## config.mk

```make
export PLATFORM = sky130hd
export DESIGN_NAME = magnetometer_gain_compensation
export DESIGN_NICKNAME = d
export VERILOG_FILES = /design/src/rtl/core/mgc_pkg.sv /design/src/rtl/core/mgc_ctrl.sv /design/src/rtl/core/mgc_dp.sv /design/src/rtl/core/magnetometer_gain_compensation.sv
export SDC_FILE = /design/constraint.sdc
export NUM_CORES = 1
export LEC_CHECK = 0
export ABC_AREA = 0
export ABC_CLOCK_PERIOD_IN_PS = 14500
export CAP_MARGIN = 20
export CELL_PAD_IN_SITES_DETAIL_PLACEMENT = 1
export CELL_PAD_IN_SITES_GLOBAL_PLACEMENT = 1
export CORE_MARGIN = 4
export CORE_UTILIZATION = 45
export CTS_CLUSTER_DIAMETER = 100
export CTS_CLUSTER_SIZE = 28
export DETAILED_ROUTE_END_ITERATION = 12
export DONT_BUFFER_PORTS = 1
export PLACE_DENSITY_LB_ADDON = 0.1
export SETUP_SLACK_MARGIN = 0.1
export SLEW_MARGIN = 40
export SYNTH_ARGS = -nofsm -noshare
export SYNTH_HDL_FRONTEND = slang
export SYNTH_SLANG_ARGS = --single-unit
```

## constraint.sdc

```tcl
create_clock -name clk -period 14.5 [get_ports clk]
set_clock_uncertainty 0.2 [all_clocks]
set_input_delay 0 -clock clk [delete_from_list [all_inputs] [get_ports clk]]
set_output_delay 0 -clock clk [all_outputs]
set_load 0.05 [all_outputs]
```

## src/rtl/core/mgc_pkg.sv

```systemverilog
`default_nettype none
package mgc_pkg;
  localparam int NomW = 14;
  localparam int AxW = 16;
  localparam int AvgW = 16;
  localparam logic [NomW-1:0] NomXReset = 14'd10112;
  localparam logic [NomW-1:0] NomYReset = 14'd10112;
  localparam logic [NomW-1:0] NomZReset = 14'd9416;
  localparam logic signed [AxW-1:0] AxisMin = -16'sd2048;
  localparam logic signed [AxW-1:0] AxisMax = 16'sd2047;

  typedef enum logic [1:0] {
    ST_VALID = 2'd0,
    ST_SELFTEST = 2'd1,
    ST_OVERFLOW = 2'd2,
    ST_CALFAULT = 2'd3
  } status_t;

  typedef enum logic [1:0] {
    REG_NOM_X = 2'd0,
    REG_NOM_Y = 2'd1,
    REG_NOM_Z = 2'd2
  } reg_idx_t;

  typedef enum logic [2:0] {
    S_IDLE,
    S_CHECK,
    S_LOAD,
    S_DIV,
    S_STORE,
    S_OUT
  } state_t;

  typedef struct packed {
    logic capture;
    logic ewma;
    logic load;
    logic step;
    logic store;
    logic [1:0] axis;
    logic finish;
    logic publish;
    status_t status;
  } cmd_t;

  typedef struct packed {
    logic ovf;
    logic fault;
    logic is_st;
    logic div_done;
  } sts_t;
endpackage
`default_nettype wire

```

## src/rtl/core/mgc_ctrl.sv

```systemverilog
`default_nettype none
module mgc_ctrl (
  input  wire logic          clk,
  input  wire logic          rst_n,
  input  wire logic          in_tvalid,
  output logic               in_tready,
  output logic               out_tvalid,
  input  wire logic          out_tready,
  output mgc_pkg::cmd_t      cmd,
  input  wire mgc_pkg::sts_t sts
);
  mgc_pkg::state_t state_r, state_nxt;
  logic [1:0] axis_r, axis_nxt;
  logic ov_r, ov_nxt;

  always_ff @(posedge clk) begin
    if (!rst_n) begin
      state_r <= mgc_pkg::S_IDLE;
      axis_r <= 2'd0;
      ov_r <= 1'b0;
    end else begin
      state_r <= state_nxt;
      axis_r <= axis_nxt;
      ov_r <= ov_nxt;
    end
  end

  always_comb begin
    state_nxt = state_r;
    axis_nxt = axis_r;
    ov_nxt = ov_r;
    cmd = '0;
    cmd.axis = axis_r;
    cmd.status = mgc_pkg::ST_VALID;
    in_tready = 1'b0;
    // result held in the output register until its transfer
    out_tvalid = ov_r;
    if (ov_r && out_tready) ov_nxt = 1'b0;
    case (state_r)
      mgc_pkg::S_IDLE: begin
        in_tready = 1'b1;
        if (in_tvalid && in_tready) begin
          cmd.capture = 1'b1;
          state_nxt = mgc_pkg::S_CHECK;
        end
      end
      mgc_pkg::S_CHECK: begin
        state_nxt = mgc_pkg::S_OUT;
        if (sts.ovf) cmd.status = mgc_pkg::ST_OVERFLOW;
        else if (sts.is_st) begin
          cmd.ewma = 1'b1;
          cmd.status = mgc_pkg::ST_SELFTEST;
        end else if (sts.fault) cmd.status = mgc_pkg::ST_CALFAULT;
        else begin
          axis_nxt = 2'd0;
          state_nxt = mgc_pkg::S_LOAD;
        end
        if (state_nxt == mgc_pkg::S_OUT) cmd.finish = 1'b1;
      end
      mgc_pkg::S_LOAD: begin
        cmd.load = 1'b1;
        state_nxt = mgc_pkg::S_DIV;
      end
      mgc_pkg::S_DIV: begin
        cmd.step = 1'b1;
        if (sts.div_done) state_nxt = mgc_pkg::S_STORE;
      end
      mgc_pkg::S_STORE: begin
        cmd.store = 1'b1;
        if (axis_r == 2'd2) begin
          cmd.finish = 1'b1;
          state_nxt = mgc_pkg::S_OUT;
        end else begin
          axis_nxt = axis_r + 2'd1;
          state_nxt = mgc_pkg::S_LOAD;
        end
      end
      mgc_pkg::S_OUT: begin
        if (!ov_r || out_tready) begin
          cmd.publish = 1'b1;
          ov_nxt = 1'b1;
          state_nxt = mgc_pkg::S_IDLE;
        end
      end
      default: state_nxt = mgc_pkg::S_IDLE;
    endcase
  end
endmodule
`default_nettype wire

```

## src/rtl/core/mgc_dp.sv

```systemverilog
`default_nettype none
module mgc_dp (
  input  wire logic                            clk,
  input  wire logic                            rst_n,
  input  wire logic                            cfg_valid,
  input  wire logic [1:0]                      cfg_index,
  input  wire logic [mgc_pkg::NomW-1:0]        cfg_data,
  input  wire logic                            in_type,
  input  wire logic [3*mgc_pkg::AxW-1:0]       in_raw,
  input  wire mgc_pkg::cmd_t                   cmd,
  output mgc_pkg::sts_t                        sts,
  output logic [3*mgc_pkg::AxW+1:0]            out_data
);
  localparam int AW = mgc_pkg::AxW;
  localparam int VW = mgc_pkg::AvgW;
  localparam int PW = 30; // |m*nom| < 2^25, magnitude width
  logic [mgc_pkg::NomW-1:0] nom_r [3];
  logic signed [mgc_pkg::AvgW-1:0] avg_r [3];
  logic signed [AW-1:0] raw_r [3];
  logic type_r;
  logic signed [AW-1:0] res_r [3];
  mgc_pkg::status_t st_r;
  logic [3*AW+1:0] out_r;
  logic [PW-1:0] rem_r, quo_r;
  logic [PW-1:0] num_mag;
  logic [15:0] div_r;
  logic neg_r;
  logic [4:0] cnt_r;
  logic signed [AW-1:0] mx;
  logic signed [mgc_pkg::AvgW-1:0] tx;
  logic signed [PW:0] prod;
  logic [PW:0] trial;
  logic [PW-1:0] rem_sh;

  // raw_r index: 0 x, 1 y, 2 z (device order x,z,y unpacked at capture)
  always_comb begin
    sts.ovf = 1'b0;
    sts.fault = 1'b0;
    for (int i = 0; i < 3; i++) begin
      if (raw_r[i] < mgc_pkg::AxisMin || raw_r[i] > mgc_pkg::AxisMax) sts.ovf = 1'b1;
      if (avg_r[i] <= 0) sts.fault = 1'b1;
    end
    sts.is_st = type_r;
    sts.div_done = (cnt_r == 5'd0);
  end

  assign mx = raw_r[cmd.axis];
  assign tx = avg_r[cmd.axis];
  assign prod = (PW+1)'(mx) * $signed({1'b0, nom_r[cmd.axis]});
  assign num_mag = prod[PW] ? PW'(-prod) : prod[PW-1:0];
  assign rem_sh = {rem_r[PW-2:0], quo_r[PW-1]};
  assign trial = {1'b0, rem_sh} - {15'd0, div_r};

  always_ff @(posedge clk) begin
    if (!rst_n) begin
      nom_r[0] <= mgc_pkg::NomXReset;
      nom_r[1] <= mgc_pkg::NomYReset;
      nom_r[2] <= mgc_pkg::NomZReset;
      avg_r[0] <= 16'(mgc_pkg::NomXReset);
      avg_r[1] <= 16'(mgc_pkg::NomYReset);
      avg_r[2] <= 16'(mgc_pkg::NomZReset);
      cnt_r <= 5'd0;
    end else begin
      if (cfg_valid) begin
        case (cfg_index)
          mgc_pkg::REG_NOM_X: nom_r[0] <= cfg_data;
          mgc_pkg::REG_NOM_Y: nom_r[1] <= cfg_data;
          mgc_pkg::REG_NOM_Z: nom_r[2] <= cfg_data;
          default: ;
        endcase
      end
      if (cmd.ewma) begin
        for (int i = 0; i < 3; i++)
          avg_r[i] <= VW'(int'(avg_r[i]) - (int'(avg_r[i]) * 2) / 8 + int'(raw_r[i]) * 2);
      end
      if (cmd.load) cnt_r <= 5'(PW);
      else if (cmd.step && cnt_r != 5'd0) cnt_r <= cnt_r - 5'd1;
    end
  end

  always_ff @(posedge clk) begin
    if (cmd.capture) begin
      type_r <= in_type;
      raw_r[0] <= in_raw[AW-1:0];
      raw_r[2] <= in_raw[2*AW-1:AW];
      raw_r[1] <= in_raw[3*AW-1:2*AW];
      for (int i = 0; i < 3; i++) res_r[i] <= '0;
    end
    if (cmd.load) begin
      quo_r <= num_mag;
      rem_r <= '0;
      div_r <= tx;
      neg_r <= prod[PW];
    end else if (cmd.step && cnt_r != 5'd0) begin
      if (!trial[PW]) begin
        rem_r <= trial[PW-1:0];
        quo_r <= {quo_r[PW-2:0], 1'b1};
      end else begin
        rem_r <= rem_sh;
        quo_r <= {quo_r[PW-2:0], 1'b0};
      end
    end
    if (cmd.store) begin
      if (neg_r) res_r[cmd.axis] <= (quo_r > PW'(32768)) ? -16'sd32768 : AW'(-quo_r);
      else res_r[cmd.axis] <= (quo_r > PW'(32767)) ? 16'sd32767 : AW'(quo_r);
    end
    if (cmd.finish) st_r <= cmd.status;
    if (cmd.publish) out_r <= {st_r, res_r[2], res_r[1], res_r[0]};
  end

  assign out_data = out_r;
endmodule
`default_nettype wire

```

## src/rtl/core/magnetometer_gain_compensation.sv

```systemverilog
`default_nettype none
// Three-axis magnetometer gain compensation. A measurement runs one shared
// 30-step restoring divider per axis in turn; a self-test, overflow or
// calibration-fault item skips it. A new input is taken only from idle. A
// finished result waits in an output register, so the next item proceeds
// while it is held. The user must write the nominal registers through the
// cfg port only while idle; the block itself does not enforce it.
module magnetometer_gain_compensation (
  input  wire logic        clk,
  input  wire logic        rst_n,
  input  wire logic        cfg_valid,
  output logic             cfg_ready,
  input  wire logic [1:0]  cfg_index,
  input  wire logic [15:0] cfg_data,
  input  wire logic        in_tvalid,
  output logic             in_tready,
  input  wire logic [47:0] in_tdata,  // raw_x, raw_z, raw_y
  input  wire logic        in_tuser,  // req_type
  output logic             out_tvalid,
  input  wire logic        out_tready,
  output logic [47:0]      out_tdata, // field_x, field_y, field_z
  output logic [1:0]       out_tuser  // status
);
  mgc_pkg::cmd_t cmd;
  mgc_pkg::sts_t sts;
  logic [49:0] od;

  assign cfg_ready = 1'b1;

  mgc_ctrl u_ctrl (
    .clk, .rst_n, .in_tvalid, .in_tready, .out_tvalid, .out_tready,
    .cmd, .sts
  );

  mgc_dp u_dp (
    .clk, .rst_n, .cfg_valid, .cfg_index,
    .cfg_data(cfg_data[mgc_pkg::NomW-1:0]),
    .in_type(in_tuser), .in_raw(in_tdata), .cmd, .sts, .out_data(od)
  );

  assign out_tdata = od[47:0];
  assign out_tuser = od[49:48];
endmodule
`default_nettype wire
```

**Word level (Yosys, flattened, before mapping)**

Memory sizes are Yosys's and may differ from the RTL's. A register that Yosys moved wholly into a read port is not among the register bits.
Cells that the tools add are included.

- $add $sub $neg: 14
- Multiply operators: 1
- Div/mod/pow operators: 0
- Magnitude comparators: 11
- Eq/ne operators: 16
- Shifts and indexed selects: 0
- Muxes and demuxes: 87
- Bitwise gates (word level): 12
- Reduce and logical (&&, ||, !) cells: 21

Operator list:

| kind | count |
|---|---|
| $mux W16 | 7 |
| $mux W30 | 3 |
| $add A16 B1 Y16 | 3 |
| $add A16 B16 Y16 | 3 |
| $gt A16 B12 Y1 const B | 3 |
| $le A16 B1 Y1 const B | 3 |
| $lt A16 B12 Y1 const B | 3 |
| $mux W1 | 48 |
| $sub A16 B16 Y16 | 3 |
| $mux W14 | 3 |
| $mul A16 B15 Y31 | 1 |
| $sub A30 B16 Y31 | 1 |
| $gt A30 B15 Y1 const B | 1 |
| $gt A30 B16 Y1 const B | 1 |
| $neg A30 Y30 | 1 |
| $mux W29 | 1 |
| $mux W2 | 12 |
| $mux W3 | 8 |
| $pmux W3 S6 | 1 |
| $neg A16 Y16 | 1 |
| $reduce_or A16 Y1 | 1 |
| $ne A2 B2 Y1 const B | 6 |
| $mux W5 | 2 |
| $reduce_or A2 Y1 | 5 |
| 23 further kinds | 41 |

- Bits in registers: 124
- Latch bits: 0
- RAM bits: 186
- ROM bits: 0
- Input bits: 72
- Output and inout port bits: 53
- Memories: 4

Memory list:

| memory | depth | bits a word | rd ports | clocked after memory_dff | wr ports | RTL line | RTL |
|---|---|---|---|---|---|---|---|
| u_dp.avg_r | 3 | 16 | 4 | 1 | 3 | mgc_dp.sv:18 | `logic signed [mgc_pkg::AvgW-1:0] avg_r [3];` |
| u_dp.raw_r | 3 | 16 | 4 | 1 | 3 | mgc_dp.sv:19 | `logic signed [AW-1:0] raw_r [3];` |
| u_dp.res_r | 3 | 16 | 3 | 3 | 3 | mgc_dp.sv:21 | `logic signed [AW-1:0] res_r [3];` |
| u_dp.nom_r | 3 | 14 | 1 | 1 | 3 | mgc_dp.sv:17 | `logic [mgc_pkg::NomW-1:0] nom_r [3];` |

**Depth between registers and ports, before layout**

An unclocked memory read counts as a cell.

- Word-level depth: 12
- Depth in mapped cells: 33

**Hierarchy**

A second synthesis with hierarchy kept.

- Cell total of the unflattened synthesis: 2724
- Area, all modules: 27264.9 sq um

Modules (own cells, without submodules):

| module | times used | cells each | area an instance (sq um) | seq. area each (sq um) |
|---|---|---|---|---|
| mgc_dp | 1 | 2661 | 26778.2 | 9268.9 |
| mgc_ctrl | 1 | 61 | 475.5 | 120.1 |
| magnetometer_gain_compensation | 1 | 2 | 11.3 | 0.0 |

**Worst setup path after synthesis**

Ideal clock, no wire load.

- Kind: register -> register
- Start point: register with a tool-made name
- End point: register u_dp.quo_r[29], data pin
- Library setup time: 0.267 ns
- Arrival time: 8.394 ns
- Setup slack: 5.639 ns
- Stages on the path, launching flop included: 31
- Buffers on the path: 4
- Cells stage by stage: dfxtp_1 > buf_1 > clkbuf_1 > mux2i_1 > nor2_1 > a21oi_1 > clkbuf_1 > nor2_1 > fa_1 > inv_1 > fa_1 > inv_1 > fa_1 > fa_1 > fa_1 > inv_1 > fa_1 > inv_1 > ha_1 > a21o_1 > a21o_1 > a21oi_1 > nor2_1 > a221o_1 > nor4_1 > nor3_1 > xnor2_1 > clkbuf_1 > a21oi_1 > xnor2_1 > o21ai_0

RTL lines:

| element | RTL line | RTL |
|---|---|---|
| end signal, assigned | mgc_dp.sv:90 | `quo_r <= num_mag;` |
| end signal, assigned | mgc_dp.sv:97 | `quo_r <= {quo_r[PW-2:0], 1'b1};` |
| end signal, assigned | mgc_dp.sv:100 | `quo_r <= {quo_r[PW-2:0], 1'b0};` |
| end, declared | mgc_dp.sv:24 | `logic [PW-1:0] rem_r, quo_r;` |

==> reports/qor.yml <==
critical_path:
  worstSetupPathType: "flop to flop"
  cp_top_family: "adder cells"
  worst-path-buf-inv: 7
  arrival_ps: 9570
  ff2ff_path_depth: 29
  timing.rr.end: "u_dp.quo_r[27]"
  end_kind: "flop"
  cp.depth: 29
  slowest_delay_ps: 630
  startpoint_type: "flop"
  r2r_setup_slack_ps: 5030
  required_ps: 14610
  slowest_stage: "a21oi_4"
  crit_fanout: 30
hold_path:
  hold_depth: 2
  hold_path_startpoint: "cfg_data[12]"
  min_to: "u_dp.nom_r[2][12]"
  hp-class: "input port to flop"
layout:
  area_growth_pct: 10.8
  drive_gt1_share_pct: 4.02
  final_cell_mix: "inv_1 (438), nor2_1 (308), edfxtp_1 (286), fa_1 (261), nand2_1 (205)"
  fillers: 6426
  nNetsFinal: 3272
  final_common_cell: "inv_1"
global_routing:
  grt_max_degree: 80
  grt_pass1_wl_microns: 113000
  antenna_found_initial: 0
  grt_pass1_vias: 20700
  grt_overflow: 0
  grtUsageTotal_pct: 22.2
sta:
  period_needed_ps: 9470
  slew_headroom_pct: 44.1
  finalSetupViolations: 0
  hold_viol_final: 0
  drv_slew: 0
  setup_tns_ps: 0
  fmax_ghz: 0.106
  worstMarginPinSlew_ps: 838
  rsz0062_at_grt: "no"
  min_period_over_period_pct: 65.3
yosys:
  synth_edf_count: 286
  synthFlopType: "edfxtp_1"
  seq_area_frac_synth_pct: 35.4
  syn_inst: 2655
  synth.distinct_cells: 72
  avgSynthCellArea_sq_um: 10.0
  synth_nets: 3181
  yosysWarnings: 0
  synth_async_sr_flop_share_pct: 0
  ys_ff_latch: 328
  syn-cell-area_sq_mm: 0.0267
floorplanning:
  dieArea_sq_mm: 0.0632
  core_sq_mm: 0.0581
  rows: 88
  die_h_microns: 251
  io_pins: 125
  initial_core_util_pct: 45.8
  die_w_microns: 251
detailed_routing:
  vias: 18900
  viasPerCell: 5.36
  drt_first_pass_iters: 5
  ant_nets: 0
  wl_per_cell_microns: 19.8
  drt_iter0_drc: 890
  drc: 0
  wl_microns: 69900
run_status:
  outcome: "finished, final reports clean"
place:
  gp_congestion: 0.837
  portBuffers: 0
  hpwl_microns: 53100
run:
  cap_violations: 0
cts:
  root_buffer: "clkbuf_16"
  clockBufferDepth: 3
  clk_latency_ps: 570
  htree_levels: 1
  clock_sinks: 328
  clkSlewWorstSetupHoldPaths_ps: 100
  cts_tree: "done"
  postCtsSetupBuffers: 0
  cts_made_buffers: 19
[kinds of logic after synthesis]
| logic type | after synthesis | share of synthesized area, % |
|---|---|---|
| AND/OR/NAND/NOR | 769 | 13.2 |
| buffers and inverters | 524 | 7.42 |
| adder cells (fa/ha/maj) | 454 | 28.7 |
| AO/OA/AOI/OAI | 394 | 8.95 |
| flip-flops | 328 | 35.4 |
| XOR/XNOR | 136 | 4.47 |
| multiplexers | 49 | 1.85 |
| other | 1 | 0.0141 |
[layer usage]
metal | GRT usage [%] | share of wire [%]
met5 | 0 | 0
met4 | 4.22 | 1.7
met3 | 1.97 | 3.2
met2 | 40.6 | 51
met1 | 29.2 | 44
[repair_timing]
action                                  in CTS  in global routing
hold buffers                               130                  0
endpoints found under the setup margin       0                  0
endpoints found under the hold margin      276                  0
gates resized for setup                      0                  0
[sequential cells by signal (all words and copies together) (netlist names), named ones only]
signal,count
u_dp.type_r,1
u_dp.neg_r,1
u_dp.cnt_r,5
u_ctrl.state_r,3
u_dp.res_r,48
u_ctrl.axis_r,2
u_dp.div_r,16
out_tdata,48
u_dp.avg_r,48
u_dp.out_data,2
u_dp.st_r,2
u_dp.nom_r,42
u_ctrl.out_tvalid,1
u_dp.quo_r,30
u_dp.rem_r,29
u_dp.raw_r,48
[synth_stat cells (16+ instances only)]
cell,count,area share (%)
nand2_1,207,2.9
nand3_1,33,0.62
edfxtp_1,286,32
inv_1,439,6.2
or2_2,16,0.38
xor2_1,39,1.3
xnor2_1,97,3.2
and2_1,22,0.52
nor3_1,30,0.56
dfxtp_1,42,3.2
nor2_1,309,4.4
or3_1,17,0.40
nand2b_1,31,0.73
clkbuf_1,78,1.1
o21ai_0,146,2.7
ha_1,192,9.0
nor2b_1,31,0.73
fa_1,262,20
a21o_1,24,0.68
nor4_1,19,0.45
a21oi_1,111,2.1
mux2i_1,46,1.7
o21a_1,30,0.85
[layout make-up]
type                            instances  area [sq um]  area share, %
Tap cell                              765           957           3.24
Sequential cell                       328          9430           31.9
Antenna cell                            1          2.50        0.00847
Clock buffer                           23           512           1.73
Timing Repair Buffer                  153          1470           4.99
Clock inverter                         11           150          0.508
Inverter                              441          1660           5.61
Multi-Input combinational cell       1803         15300           52.0
[stage by stage]
step	util (%)	instance area (sq um)	hold slack, ps	setup slack [ps]	instances
finish	50.8	29500	39.0	5030	3525
global placement	47.3	27500	-101	5020	3360
CTS	50.8	29500	6.80	5020	3524
global route	50.8	29500	57.4	4500	3524
detailed placement	47.4	27500	-101	5060	3360
floorplan	-	26700	-101	5640	2655
[worst max-delay path by stage]
stage / from / end
4_1_cts: flop / u_dp.quo_r[27]
6_report: flop / u_dp.quo_r[27]
2_1_floorplan: flop / u_dp.quo_r[29]
3_5_place_dp: flop / u_dp.quo_r[27]
5_1_grt: flop / u_dp.quo_r[27]
3_3_place_gp: flop / u_dp.quo_r[27]
Power is not shown: default switching activity piles up to over one toggle a cycle in this logic, so the estimate is an artifact.
